$ cat config.mk
export PLATFORM = sky130hd
export DESIGN_NAME = byte_stream_lexer_unit
export DESIGN_NICKNAME = d
export VERILOG_FILES = /design/src/rtl/blx_pkg.sv /design/src/rtl/blx_scan.sv /design/src/rtl/blx_queue.sv /design/src/rtl/byte_stream_lexer_unit.sv
export SDC_FILE = /design/constraint.sdc
export NUM_CORES = 1
export LEC_CHECK = 0
export ABC_CLOCK_PERIOD_IN_PS = 7300
export BUFFER_PORTS_ARGS = -buffer_cell sky130_fd_sc_hd__buf_2
export CORE_ASPECT_RATIO = 1.75
export CORE_UTILIZATION = 55
export DETAILED_ROUTE_END_ITERATION = 10
export PLACE_DENSITY = 0.78
export SLEW_MARGIN = 20
export SYNTH_ARGS = -nofsm -noshare
export SYNTH_HDL_FRONTEND = slang
export SYNTH_SLANG_ARGS = --single-unit
$ cat constraint.sdc
create_clock -name clk -period 7.3 [get_ports clk]
set_clock_uncertainty 0.05 [all_clocks]
set_input_delay 2.19 -clock clk [delete_from_list [all_inputs] [get_ports clk]]
set_output_delay 2.19 -clock clk [all_outputs]
set_load 0.03 [all_outputs]
$ cat src/rtl/blx_pkg.sv
// ----------------------------------------------------------------------------
// blx_pkg
// Shared types, character codes and helpers for the byte stream lexer.
// ----------------------------------------------------------------------------
package blx_pkg;

  localparam int OffsetBitsDefault = 16;
  localparam int QueueDepth        = 4;
  localparam int QueuePtrBits      = $clog2(QueueDepth);
  localparam int QueueCntBits      = $clog2(QueueDepth + 1);

  typedef enum logic [1:0] {
    KIND_NAME   = 2'd0,
    KIND_NUMBER = 2'd1,
    KIND_SYMBOL = 2'd2,
    KIND_END    = 2'd3
  } kind_t;

  localparam logic [7:0] CharNul    = 8'h00;
  localparam logic [7:0] CharTab    = 8'h09;
  localparam logic [7:0] CharLf     = 8'h0a;
  localparam logic [7:0] CharSpace  = 8'h20;
  localparam logic [7:0] CharBang   = 8'h21;
  localparam logic [7:0] CharPct    = 8'h25;
  localparam logic [7:0] CharAmp    = 8'h26;
  localparam logic [7:0] CharLParen = 8'h28;
  localparam logic [7:0] CharRParen = 8'h29;
  localparam logic [7:0] CharStar   = 8'h2a;
  localparam logic [7:0] CharPlus   = 8'h2b;
  localparam logic [7:0] CharComma  = 8'h2c;
  localparam logic [7:0] CharMinus  = 8'h2d;
  localparam logic [7:0] CharSlash  = 8'h2f;
  localparam logic [7:0] CharZero   = 8'h30;
  localparam logic [7:0] CharNine   = 8'h39;
  localparam logic [7:0] CharSemi   = 8'h3b;
  localparam logic [7:0] CharLess   = 8'h3c;
  localparam logic [7:0] CharEq     = 8'h3d;
  localparam logic [7:0] CharGreat  = 8'h3e;
  localparam logic [7:0] CharLBrace = 8'h7b;
  localparam logic [7:0] CharBar    = 8'h7c;
  localparam logic [7:0] CharRBrace = 8'h7d;

  typedef struct packed {
    kind_t       kind;
    logic [15:0] symbol_code;
    logic [15:0] start_res;
    logic [15:0] length;
    logic        last;
  } token_t;

  // up to two tokens produced by one source byte
  typedef struct packed {
    logic [1:0] count;
    token_t     tok0;
    token_t     tok1;
  } token_pair_t;

  // partner byte that completes a two-byte symbol, zero if none
  function automatic logic [7:0] partner_of(input logic [7:0] c);
    logic [7:0] p;
    p = CharNul;
    case (c) inside
      CharBang, CharPlus, CharMinus, CharStar, CharSlash,
      CharPct, CharLess, CharGreat, CharEq: p = CharEq;
      CharAmp: p = CharAmp;
      CharBar: p = CharBar;
      default: p = CharNul;
    endcase
    return p;
  endfunction

  function automatic logic is_single_symbol(input logic [7:0] c);
    logic r;
    r = 1'b0;
    case (c) inside
      CharSemi, CharLParen, CharRParen, CharLBrace, CharRBrace, CharComma: r = 1'b1;
      default: r = 1'b0;
    endcase
    return r;
  endfunction

  function automatic logic is_blank(input logic [7:0] c);
    logic r;
    r = 1'b0;
    case (c) inside
      CharSpace, CharTab, CharLf: r = 1'b1;
      default: r = 1'b0;
    endcase
    return r;
  endfunction

endpackage

$ cat src/rtl/blx_scan.sv
// ----------------------------------------------------------------------------
// blx_scan
// Lexer state and per-byte token decode, up to two tokens per byte.
// ----------------------------------------------------------------------------
module blx_scan #(
  parameter int OFFSET_BITS = blx_pkg::OffsetBitsDefault
) (
  input  logic               clk,
  input  logic               rst,
  input  logic               take,
  input  logic [7:0]         ch,
  output blx_pkg::token_pair_t toks
);

  logic [OFFSET_BITS-1:0] offset, offset_next;
  logic [OFFSET_BITS-1:0] word_start, word_start_next;
  logic                   in_word, in_word_next;
  logic                   word_is_number, word_is_number_next;
  logic                   symbol_pending, symbol_pending_next;
  logic [7:0]             pending_char, pending_char_next;

  logic [OFFSET_BITS-1:0] offset_inc, prev_offset, word_len;
  logic [15:0]            off16, prev16, len16;
  logic [7:0]             want;
  logic                   pair_hit, word_byte, flush, has_first, has_second;
  blx_pkg::token_t        first_tok, second_tok;

  always_comb begin
    offset_inc  = offset + OFFSET_BITS'(1);
    prev_offset = offset - OFFSET_BITS'(1);
    word_len    = offset - word_start;
    off16       = 16'(32'(offset));
    prev16      = 16'(32'(prev_offset));
    len16       = 16'(32'(word_len));
    want        = blx_pkg::partner_of(ch);
    pair_hit    = symbol_pending && (ch != blx_pkg::CharNul) &&
                  (ch == blx_pkg::partner_of(pending_char));
    word_byte   = (ch != blx_pkg::CharNul) && !blx_pkg::is_blank(ch) &&
                  !blx_pkg::is_single_symbol(ch) && (want == blx_pkg::CharNul);
    flush       = in_word && !word_byte;
  end

  // token assembly
  always_comb begin
    first_tok  = '0;
    second_tok = '0;
    toks       = '0;
    has_first  = 1'b0;
    has_second = 1'b0;
    if (pair_hit) begin
      first_tok.kind        = blx_pkg::KIND_SYMBOL;
      first_tok.symbol_code = {pending_char, ch};
      first_tok.start_res   = prev16;
      first_tok.length      = 16'd2;
      first_tok.last        = 1'b1;
      toks.count            = 2'd1;
      toks.tok0             = first_tok;
    end else begin
      if (symbol_pending) begin
        has_first             = 1'b1;
        first_tok.kind        = blx_pkg::KIND_SYMBOL;
        first_tok.symbol_code = {8'd0, pending_char};
        first_tok.start_res   = prev16;
        first_tok.length      = 16'd1;
      end else if (flush) begin
        has_first             = 1'b1;
        first_tok.kind        = word_is_number ? blx_pkg::KIND_NUMBER : blx_pkg::KIND_NAME;
        first_tok.start_res   = 16'(32'(word_start));
        first_tok.length      = len16;
      end
      if (ch == blx_pkg::CharNul) begin
        has_second           = 1'b1;
        second_tok.kind      = blx_pkg::KIND_END;
        second_tok.start_res = off16;
        second_tok.length    = 16'd1;
      end else if (blx_pkg::is_single_symbol(ch)) begin
        has_second             = 1'b1;
        second_tok.kind        = blx_pkg::KIND_SYMBOL;
        second_tok.symbol_code = {8'd0, ch};
        second_tok.start_res   = off16;
        second_tok.length      = 16'd1;
      end
      second_tok.last = 1'b1;
      if (has_first && has_second) begin
        toks.count = 2'd2;
        toks.tok0  = first_tok;
        toks.tok1  = second_tok;
      end else if (has_first) begin
        first_tok.last = 1'b1;
        toks.count     = 2'd1;
        toks.tok0      = first_tok;
      end else if (has_second) begin
        toks.count = 2'd1;
        toks.tok0  = second_tok;
      end
    end
  end

  // state update
  always_comb begin
    offset_next         = offset_inc;
    word_start_next     = word_start;
    in_word_next        = in_word;
    word_is_number_next = word_is_number;
    symbol_pending_next = 1'b0;
    pending_char_next   = pending_char;
    if (pair_hit) begin
      offset_next = offset_inc;
    end else if (ch == blx_pkg::CharNul) begin
      offset_next         = '0;
      word_start_next     = '0;
      in_word_next        = 1'b0;
      word_is_number_next = 1'b0;
      pending_char_next   = blx_pkg::CharNul;
    end else if (word_byte) begin
      if (!in_word) begin
        in_word_next        = 1'b1;
        word_start_next     = offset;
        word_is_number_next = (ch >= blx_pkg::CharZero) && (ch <= blx_pkg::CharNine);
      end
    end else begin
      in_word_next = 1'b0;
      if (want != blx_pkg::CharNul) begin
        symbol_pending_next = 1'b1;
        pending_char_next   = ch;
      end
    end
  end

  always_ff @(posedge clk) begin
    if (rst) begin
      offset         <= '0;
      word_start     <= '0;
      in_word        <= 1'b0;
      word_is_number <= 1'b0;
      symbol_pending <= 1'b0;
      pending_char   <= blx_pkg::CharNul;
    end else if (take) begin
      offset         <= offset_next;
      word_start     <= word_start_next;
      in_word        <= in_word_next;
      word_is_number <= word_is_number_next;
      symbol_pending <= symbol_pending_next;
      pending_char   <= pending_char_next;
    end
  end

endmodule

$ cat src/rtl/blx_queue.sv
// ----------------------------------------------------------------------------
// blx_queue
// Token result queue, two writes and one read per cycle.
// ----------------------------------------------------------------------------
module blx_queue (
  input  logic                 clk,
  input  logic                 rst,
  input  logic                 push,
  input  blx_pkg::token_pair_t toks,
  output logic                 room,
  output logic                 head_valid,
  input  logic                 pop,
  output blx_pkg::token_t      head
);

  localparam int Pb = blx_pkg::QueuePtrBits;
  localparam int Cb = blx_pkg::QueueCntBits;

  blx_pkg::token_t entries [blx_pkg::QueueDepth];
  logic [Pb-1:0]   wr_ptr, wr_ptr_next, rd_ptr, rd_ptr_next, wr_ptr_b;
  logic [Cb-1:0]   count, count_next, n_in, n_out;

  always_comb begin
    room        = count <= Cb'(blx_pkg::QueueDepth - 2);
    head_valid  = count != '0;
    head        = entries[rd_ptr];
    n_in        = push ? Cb'(toks.count) : '0;
    n_out       = (pop && head_valid) ? Cb'(1) : '0;
    count_next  = count + n_in - n_out;
    wr_ptr_b    = wr_ptr + Pb'(1);
    wr_ptr_next = wr_ptr + Pb'(n_in);
    rd_ptr_next = rd_ptr + Pb'(n_out);
  end

  always_ff @(posedge clk) begin
    if (rst) begin
      wr_ptr <= '0;
      rd_ptr <= '0;
      count  <= '0;
    end else begin
      wr_ptr <= wr_ptr_next;
      rd_ptr <= rd_ptr_next;
      count  <= count_next;
    end
  end

  always_ff @(posedge clk) begin
    if (push && (toks.count != 2'd0)) begin
      entries[wr_ptr] <= toks.tok0;
    end
    if (push && (toks.count == 2'd2)) begin
      entries[wr_ptr_b] <= toks.tok1;
    end
  end

endmodule

$ cat src/rtl/byte_stream_lexer_unit.sv
// ----------------------------------------------------------------------------
// byte_stream_lexer_unit
// Streaming lexer: one source byte in per request, name, number, symbol and
// end tokens out through a small result queue.
// ----------------------------------------------------------------------------
// output: tokens are registered in the result queue before they reach the output
// throughput: one byte per cycle; a byte is taken while the four-entry result
//   queue has two free slots, so bytes that make two tokens briefly stall input
//   when the output drains one token per cycle
// reset: clears the lexer state (offset, pending word and symbol) and the queue
module byte_stream_lexer_unit #(
  parameter int OFFSET_BITS = blx_pkg::OffsetBitsDefault
) (
  input  logic        clk,
  input  logic        rst,
  // source byte channel
  input  logic        in_valid,
  output logic        in_stall,
  input  logic [7:0]  ch,
  // token channel
  output logic        out_valid,
  input  logic        out_stall,
  output logic [1:0]  kind,
  output logic [15:0] symbol_code,
  output logic [15:0] start_res,
  output logic [15:0] length,
  output logic        last
);

  blx_pkg::token_pair_t toks;
  blx_pkg::token_t      head;
  logic                 room;
  logic                 take;

  // a request is taken whenever the queue can absorb the worst case of two tokens
  assign in_stall = !room;
  assign take     = in_valid && room;

  // decode and state: the byte is consumed in the cycle it is taken
  blx_scan #(
    .OFFSET_BITS(OFFSET_BITS)
  ) u_scan (
    .clk  (clk),
    .rst  (rst),
    .take (take),
    .ch   (ch),
    .toks (toks)
  );

  // result queue parts the input side from the output side
  blx_queue u_queue (
    .clk        (clk),
    .rst        (rst),
    .push       (take),
    .toks       (toks),
    .room       (room),
    .head_valid (out_valid),
    .pop        (!out_stall),
    .head       (head)
  );

  // token fields straight from the queue head
  assign kind        = head.kind;
  assign symbol_code = head.symbol_code;
  assign start_res   = head.start_res;
  assign length      = head.length;
  assign last        = head.last;

endmodule
Yosys cells after proc, flatten, opt, wreduce, memory -nomap -nowiden
Memory sizes are Yosys's and may differ from the RTL's. A register that Yosys moved wholly into a read port is not among the register bits.
Cells that the tools add are included.
- logic and storage cells: 145
- output and inout port bits: 53
- RAM bits: 204
- flip-flop bits (word level): 50
- memories: 1
- memory list (name ; words ; bits a word ; read ports ; clocked after Yosys merged registers in ; wr ports ; RTL line ; RTL):
    u_queue.entries ; 4 ; 51 ; 1 ; 1 ; 2 ; blx_queue.sv:19 ; blx_pkg::token_t entries [blx_pkg::QueueDepth];
- reduce and logical (&&, ||, !) cells: 32
- bitwise logic cells: 1
- muxes and demuxes: 56
- order comparisons: 3
- add/subtract/negate cells: 8
- eq/ne operators: 35
- operators with widths (operator ; count):
    == test 8 x 6 -> 1 bit, second input constant ; 25
    two-way mux 53 bit ; 2
    two-way mux 52 bit ; 2
    two-way mux 51 bit ; 2
    two-way mux 16 bit ; 6
    two-way mux 32 bit ; 3
    two-way mux 8 bit ; 7
    two-way mux 50 bit ; 1
    == test 8 x 7 -> 1 bit, second input constant ; 4
    two-way mux 1 bit ; 25
    two-way mux 7 bit ; 3
    OR reduction 9 bit ; 2
    adder 16 x 1 -> 16 bit, second input constant ; 1
    == test 8 x 4 -> 1 bit, second input constant ; 2
    zero test 8 bit ; 2
    nonzero test 8 bit ; 2
    subtractor 16 x 1 -> 16 bit, second input constant ; 1
    subtractor 16 bit ; 1
    logical AND 1 bit ; 12
    two-way mux 2 bit ; 5
    == test 8 bit ; 1
    >= comparator 8 x 6 -> 1 bit, second input constant ; 1
    <= comparator 8 x 6 -> 1 bit, second input constant ; 1
    AND reduction 4 bit ; 2
    other kinds (14) ; 22

Depth between registers and ports, before layout
Gate-level depths: netlist (run 1).
- depth after elaboration: 19
- mapped depth: 18

Hierarchy
From an unflattened synthesis (run 1), not the netlist that was laid out.
- cells, all modules: 1102
- area total of the unflattened synthesis: 14816.7 um^2
- modules (own cells, without submodules) (module ; area an instance (um^2) ; seq. area each (um^2) ; times used ; cells an instance):
    blx_queue ; 10466.3 ; 6266.0 ; 1 ; 542
    blx_scan ; 4336.7 ; 860.8 ; 1 ; 557
    byte_stream_lexer_unit ; 13.8 ; 0.0 ; 1 ; 3

Worst setup path after synthesis (run 1)
OpenSTA, ideal clock, no wires.
- kind: input -> register
- start: input port ch[2]
- end: memory u_queue.entries[1][0] (netlist bit), enable pin
- buffers on the path: 5
- path slack: 1108 ps
- arrival time: 5759 ps
- library setup time: 383 ps
- cell stages on the path: 15
- path through: clkbuf_1 -> and3b_1 -> o31ai_1 -> o221ai_1 -> o31ai_1 -> clkbuf_1 -> nand2b_1 -> ha_1 -> a31oi_2 -> buf_6 -> mux2i_1 -> or3_1 -> buf_2 -> buf_2 -> inv_1
- RTL lines (item ; RTL line ; RTL):
    start, declared ; byte_stream_lexer_unit.sv:19 ; input logic [7:0] ch,
    end, declared ; blx_queue.sv:19 ;

==> results of run 1 <==
-- placed cells by master (no fill, tap or decap), types with 9 or more instances in the layout --
cell	synthesis	routed
nor2b_1	13	13
ha_1	23	23
nor3_1	17	17
xnor2_1	25	25
o22ai_1	33	33
mux4_2	51	51
a22o_1	88	88
clkbuf_16	0	24
buf_4	0	28
o2bb2ai_1	33	33
a21o_1	10	10
nor2_1	60	59
buf_2	20	64
edfxtp_1	112	112
a21oi_1	35	35
inv_1	39	39
nand2b_1	9	9
nand2_1	89	89
o21ai_0	61	61
dfxtp_1	142	140
nand3_1	27	27
xor2_1	19	19
nand4_1	11	11
-- registers in the layout (all words and copies together), names as in the netlist --
name	count
u_scan.in_word	1
u_scan.word_start	16
u_scan.symbol_pending	1
u_queue.wr_ptr	2
u_queue.entries	204
u_scan.word_is_number	1
u_scan.pending_char	8
u_queue.rd_ptr	2
u_queue.count	3
u_scan.off16	16
-- Yosys cell counts, types with 20 or more instances --
cell       instances  area [sq um]
a22o_1            88           771
xnor2_1           25           219
edfxtp_1         112          3360
a21oi_1           35           175
o21ai_0           61           305
clkbuf_1          67           251
o22ai_1           33           206
dfxtp_1          142          2840
mux4_2            51          1150
nand2_1           89           334
ha_1              23           288
o2bb2ai_1         33           289
nand3_1           27           135
nor2_1            60           225
inv_1             39           146
buf_2             20           100
-- through the flow --
| step | hold WS, ns | power (mW) | setup WS (ns) |
|---|---|---|---|
| floorplan | 0.370 | 2.03 | 1.11 |
| CTS | 0.405 | 3.40 | 1.47 |
| detailed placement | 0.390 | 2.19 | 0.930 |
| global placement | 0.379 | 2.18 | 1.04 |
| global route | 0.415 | 3.51 | 1.18 |
| finish | 0.400 | 3.40 | 1.40 |
-- area by class of cell --
cell class	count	area [sq um]	area share (%)
clock inverters	9	78.8	0.568
well taps	296	370	2.67
flip-flops and latches	254	6210	44.8
inverters	39	146	1.06
clock buffers	32	691	4.98
repair buffers	92	531	3.83
multi-input cells	736	5840	42.1
-- cells by family after synthesis --
logic type | after synthesis | synth area share, %
mux | 60 | 9.88
xor+xnor | 44 | 3.07
compound gates | 323 | 18.9
fa+ha+maj | 25 | 2.61
flops | 254 | 49.4
simple gates | 284 | 11.6
buf+inv | 139 | 4.54
-- worst min path at each step --
stage / from / end / slack, ns / depth (start not counted)
after floorplan: u_queue.entries[3][11] / u_queue.entries[3][11] / 0.37 / 2
after global placement: u_queue.entries[3][6] / u_queue.entries[3][6] / 0.38 / 2
after detailed placement: u_queue.entries[1][46] / u_queue.entries[1][46] / 0.39 / 1
after CTS: u_queue.entries[1][46] / u_queue.entries[1][46] / 0.40 / 1
after global routing: u_queue.entries[3][48] / u_queue.entries[3][48] / 0.42 / 1
final: u_queue.entries[1][46] / u_queue.entries[1][46] / 0.40 / 1
-- report_power, final --
part	internal [mW]	switching [mW]	total [mW]
logic	0.241	0.330	0.571
registers	1.49	0.0990	1.59
clock network	0.698	0.535	1.23
total	2.43	0.964	3.40
-- critical path, cell delays in order --
cell	delay, ns
buf_2	0.18
nor4b_1	0.65
nand3_1	0.25
nand3_1	0.25
o31ai_1	0.09
buf_4	0.20
nand2b_1	0.08
ha_1	0.34
a31oi_2	0.57
mux2i_1	0.15
or3_1	0.32
buf_4	0.23
inv_1	0.08
buf_4	0.40
-- layer usage --
layer  vias up  track usage (%)
li1       4340                -
met1      4726             32.9
met2       436             52.1
met3       131             4.08
met4         0             20.5
met5         -                0
==> results_dict.tcl, run 1 <==
set metrics [dict create \
    status "finished, final reports clean" \
    worstReg2RegStart "u_scan.pending_char[3]" \
    cp.required_ns 7.41 \
    wl_met1_um 11800 \
    ys_ff_latch 254 \
    maxSlewHeadroom_pct 28.1 \
    dp.cells 1417 \
    vias 9633 \
    ys.flop_type "dfxtp_1" \
    dieArea_sq_um 23500 \
    path_max_fanout 28 \
    avgSynthCellArea_sq_um 11.1 \
    rsz0062_at_grt "no" \
    setup_tns_ns 0 \
    ant_nets 0 \
    arrival_ns 6.01 \
    die_h_um 202 \
    finalCriticalPeriod_ns 5.90 \
    synth_edf_count 112 \
    power-per-cell-area_nw_per_um2 245 \
    avgRoutedWirePerCell_um 23.5 \
    nNetsFinal 1183 \
    power.leakage_nw 4.86 \
    period_share_pct 80.8 \
    initial_core_util_pct 56.4 \
    met3_length_um 2100 \
    critPathLaunch "ch[6]" \
    h-tree-depth 1 \
    max_cap_viol_count 0 \
    dp.final_hpwl_um 23400 \
    vdd_drop_max_mv 0.216 \
    maxSlewViolCount 0 \
    yosysSeqAreaShare_pct 49.4 \
    reg2reg_to "u_queue.entries[1][36]" \
    boundaryPins 65 \
    fillerInstances 1781 \
    regToRegSetupSlack_ns 3.24 \
    ys_types 71 \
    gp_congestion 0.980 \
    cts_resized 0 \
    worstSetupStartpointType "input port" \
    drc 0 \
    drtIter0Drc 781 \
    grt_usage_pct 29.9 \
    hold_viol 0 \
    hp-class "flip-flop to flip-flop" \
    path_clk_slew_ns 0.06 \
    critical_path_class "input port to flip-flop" \
    die_x_um 116 \
    drive_gt1_share_pct 17.4 \
    rr_worst_depth 7 \
    hold_buffers 0 \
    coreArea_sq_um 22300 \
    synth-async-reset-ratio_pct 0 \
    final_area_sq_um 13900 \
    synth_nets 1166 \
    topRoutingLayerUsed "met4" \
    antenna_found_initial 0 \
    cts_root_buf "clkbuf_16" \
    overflow 0 \
    setup_viol 0 \
    synth_cells 1129 \
    cp-endpoint "u_queue.entries[1][21]" \
    clockBufferDepth 3 \
    crit_path_end_kind "flip-flop" \
    drt-pass1-iter-count 6 \
    worst_pin_slew_ns 1.07 \
    maxClockFrequency_ghz 0.170 \
    cts_sinks 254 \
    cts_setup_buffers 0 \
    row_count 72 \
    syn-cell-area_sq_um 12600 \
    wl_um 34300 \
    diodes 0 \
    cts_made_buffers 23 \
    portBuffers 64 \
    grt_pass1_wl_um 52800 \
    yosys_warnings 0 \
    wl_met2_um 17800 \
    cts_tree "done" \
    layout.cells.non_filler 1458 \
    grt_max_degree 53 \
    postLayoutCoreUtil_pct 62.3 \
    clkLatencyLatePin_ns 0.52 \
    area_growth_pct 10.5 \
    dpl_cell_area_sq_um 13100 \
    grt_pass1_vias 9601 \
    via_per_inst 6.61 \
]
(Power assumes the default switching activity.)
==> inputs of run 2 (changes only) <==
- ABC_AREA: unset -> 1
- ABC_CLOCK_PERIOD_IN_PS: 7300 -> 5200
- PLACE_DENSITY: 0.78 -> 0.8
- clock period: 7.3 -> 5.2 ns (I/O delays scaled with it)
==> run 2 against run 1 <==
Compared with the run above:
- via count rose by 43%
- synthesized cell count rose by 73%
- combinational power rose to 2.9 times the previous value
- wire length rose by 21%
- first-iteration DRC count rose by 110%
- worst setup slack got worse by 0.58 ns
- cell count rose by 56%
==> results_dict.tcl, run 2 <==
set metrics [dict create \
    sequentialPowerShare_pct 37.9 \
    dp.final_hpwl_um 27600 \
    crit_chain "buf_2, inv_2, nor2_1, nand3b_1, nand2_1, nand3_1, nand2_1, nor2_1, nand2_4, nand2_2, nand2_4, ha_1, clkinv_1, buf_4, nand4_1, buf_4, o21ai_0, nand3_1, nand2_1" \
    synth-xor-area-share_pct 1.72 \
    rsz0062_at_grt "no" \
    synthSimpleGateAreaFrac_pct 34.6 \
    cts_setup_buffers 0 \
    p_comb_share_pct 28.5 \
    critPathLaunch "ch[0]" \
    clkLatencyLatePin_ns 0.55 \
    crit_path_end_kind "flip-flop" \
    power_switching_mw 2.06 \
    layout_commonest_cell "nand2_1" \
    critPathTopFamily "simple AND/OR/NAND/NOR gates" \
    boundaryPins 65 \
    worst_pin_slew_ns 1.10 \
    yosysSeqAreaShare_pct 43.4 \
    finalCriticalPeriod_ns 4.38 \
    cp.required_ns 5.56 \
    synthMuxAreaShare_pct 0 \
    hold-path-cell-count 2 \
    cts_tree "done" \
    synth-async-reset-ratio_pct 0 \
    h-tree-depth 1 \
    overflow 0 \
    worstReg2RegStart "u_scan.pending_char[7]" \
    grt_max_degree 85 \
    nNetsFinal 1983 \
    crit_buf_inv 5 \
    path_common_cell "nand2_1" \
    regToRegSetupSlack_ns 2.17 \
    clockBufferDepth 3 \
    layout.cells.non_filler 2281 \
    maxClockFrequency_ghz 0.228 \
    antenna_found_initial 1 \
    initial_core_util_pct 56.2 \
    vdd_drop_max_mv 0.251 \
    p_int_mw 3.65 \
    via_per_inst 6.05 \
    grt_pass1_vias 13114 \
    reg2reg_to "u_queue.count[2]" \
    path_clk_slew_ns 0.06 \
    setup_tns_ns 0 \
    p_clk_share_pct 33.7 \
    critical-path-slowest-cell "o21ai_0" \
    cts_sinks 254 \
    rr_worst_depth 15 \
    yosys_warnings 0 \
    die_h_um 215 \
    yosysMostFrequentCell "nand2_1" \
    grt_usage_pct 31.8 \
    largest_reg_flops 204 \
    yosysTopAreaCellShare_pct 23.5 \
    switching_share_pct 36.2 \
    diodes 0 \
    synthAdderAreaFrac_pct 2.29 \
    coreArea_sq_um 25400 \
    yosys-top-cells-area "edfxtp_1 (24%), dfxtp_1 (20%), nand3_1 (13%)" \
    synth_cells 1948 \
    avgRoutedWirePerCell_um 18.3 \
    vias 13806 \
    avgSynthCellArea_sq_um 7.34 \
    drive_gt1_share_pct 10.2 \
    wl_um 41700 \
    synth_nets 1985 \
    cts_root_buf "clkbuf_16" \
    min_from "u_queue.entries[2][48]" \
    dp.cells 2235 \
    row_count 77 \
    arrival_ns 4.74 \
    synth_compound_area_share_pct 10.2 \
    drt-pass1-iter-count 6 \
    maxSlewViolCount 0 \
    ant_nets 0 \
    die_x_um 124 \
    drc 0 \
    multi_input_area_sq_um 7010 \
    yosys-top-cells-count "nand2_1 (420), nand3_1 (377), nor2_1 (224)" \
    cts_made_buffers 25 \
    cts_resized 0 \
    ys_ff_latch 254 \
    gp_congestion 0.937 \
    hp-class "flip-flop to flip-flop" \
    registers.top_by_ff_count "u_queue.entries" \
    period_share_pct 84.3 \
    ys.flop_type "dfxtp_1" \
    max_cap_viol_count 0 \
    power-per-cell-area_nw_per_um2 365 \
    fillerInstances 2263 \
    synth_top_cell_by_area "edfxtp_1" \
    maxSlewHeadroom_pct 26.0 \
    area_growth_pct 9.33 \
    hold_buffers 0 \
    portBuffers 64 \
    setup_viol 0 \
    dieArea_sq_um 26700 \
    syn-cell-area_sq_um 14300 \
    ys_types 42 \
    critical_path_class "input port to flip-flop" \
    cp_slowest_stage_delay_ns 0.58 \
    synth_top_family_by_area "simple AND/OR/NAND/NOR gates" \
    synth_edf_count 112 \
    status "finished, final reports clean" \
    worstSetupStartpointType "input port" \
    hold-path-endpoint "u_queue.entries[2][48]" \
    path_max_fanout 14 \
    power.leakage_nw 6.82 \
    hold_viol 0 \
    ff_latch_area_sq_um 6210 \
    final_cell_mix "nand2_1 (420), nand3_1 (377), nor2_1 (221)" \
    grt_pass1_wl_um 66400 \
    drtIter0Drc 1639 \
]
## run 2: cell types whose count changed in the layout (fill, tap and decap cells not counted), sizes merged, moves of 29 or more
cell	change
a21oi	+29
a22o	-88
mux4	-51
o21ai	+82
o2bb2ai	-33
nand3	+357
inv	+81
nand2	+339
nor2	+183
## run 2: layer usage
| metal | vias to the layer above | routed length (um) | global-route usage (%) |
|---|---|---|---|
| met5 | - | 0 | 0 |
| met1 | 6386 | 15900 | 38.5 |
| met4 | 0 | 1660 | 16.8 |
| li1 | 6602 | - | - |
| met3 | 126 | 3310 | 3.72 |
| met2 | 692 | 20900 | 53.9 |
## run 2: per-stage QoR
step	cell area, sq um	util (%)	worst slack (ns)	total power, mW	hold WS [ns]
2_1_floorplan	14300	-	0.578	3.36	0.358
3_3_place_gp	14800	58.0	0.448	3.80	0.367
3_5_place_dp	14800	58.0	0.360	3.82	0.371
4_1_cts	15600	61.4	0.834	5.71	0.381
5_1_grt	15600	61.4	0.559	5.94	0.389
6_report	15600	61.4	0.818	5.71	0.380
## run 2: area by class of cell
cell class	count	area share, %
clock buffer	31	4.40
multi-input combinational	1439	44.8
tap	316	2.53
clock inverter	15	1.15
inverter	120	2.89
sequential	254	39.7
timing repair buffer	106	4.47
## run 2: worst max-delay path by stage
stage                        endpoint  depth (start not counted)
2_1_floorplan   u_queue.entries[0][0]                         16
3_3_place_gp         u_queue.count[2]                         19
3_5_place_dp   u_queue.entries[2][22]                         19
4_1_cts        u_queue.entries[2][22]                         19
5_1_grt        u_queue.entries[2][22]                         19
6_report       u_queue.entries[2][22]                         19
## run 2: power by group through the flow
stage	clock (mW)	combinational [mW]	sequential (mW)
after CTS	1.93	1.62	2.16
after global routing	2.01	1.77	2.16
after global placement	0	1.60	2.20
after detailed placement	0	1.62	2.21
final	1.92	1.63	2.16
after floorplan	0	1.20	2.16
## run 2: logic make-up after synthesis
logic type,after synthesis
buffers and inverters,255
adder cells (fa/ha/maj),25
XOR/XNOR,28
flip-flops,254
AO/OA/AOI/OAI,271
AND/OR/NAND/NOR,1115
## run 2: worst min-delay path: stages, from the launching register on
cell	delay [ns]
dfxtp_1	0.31
inv_1	0.05
nor2_1	0.03
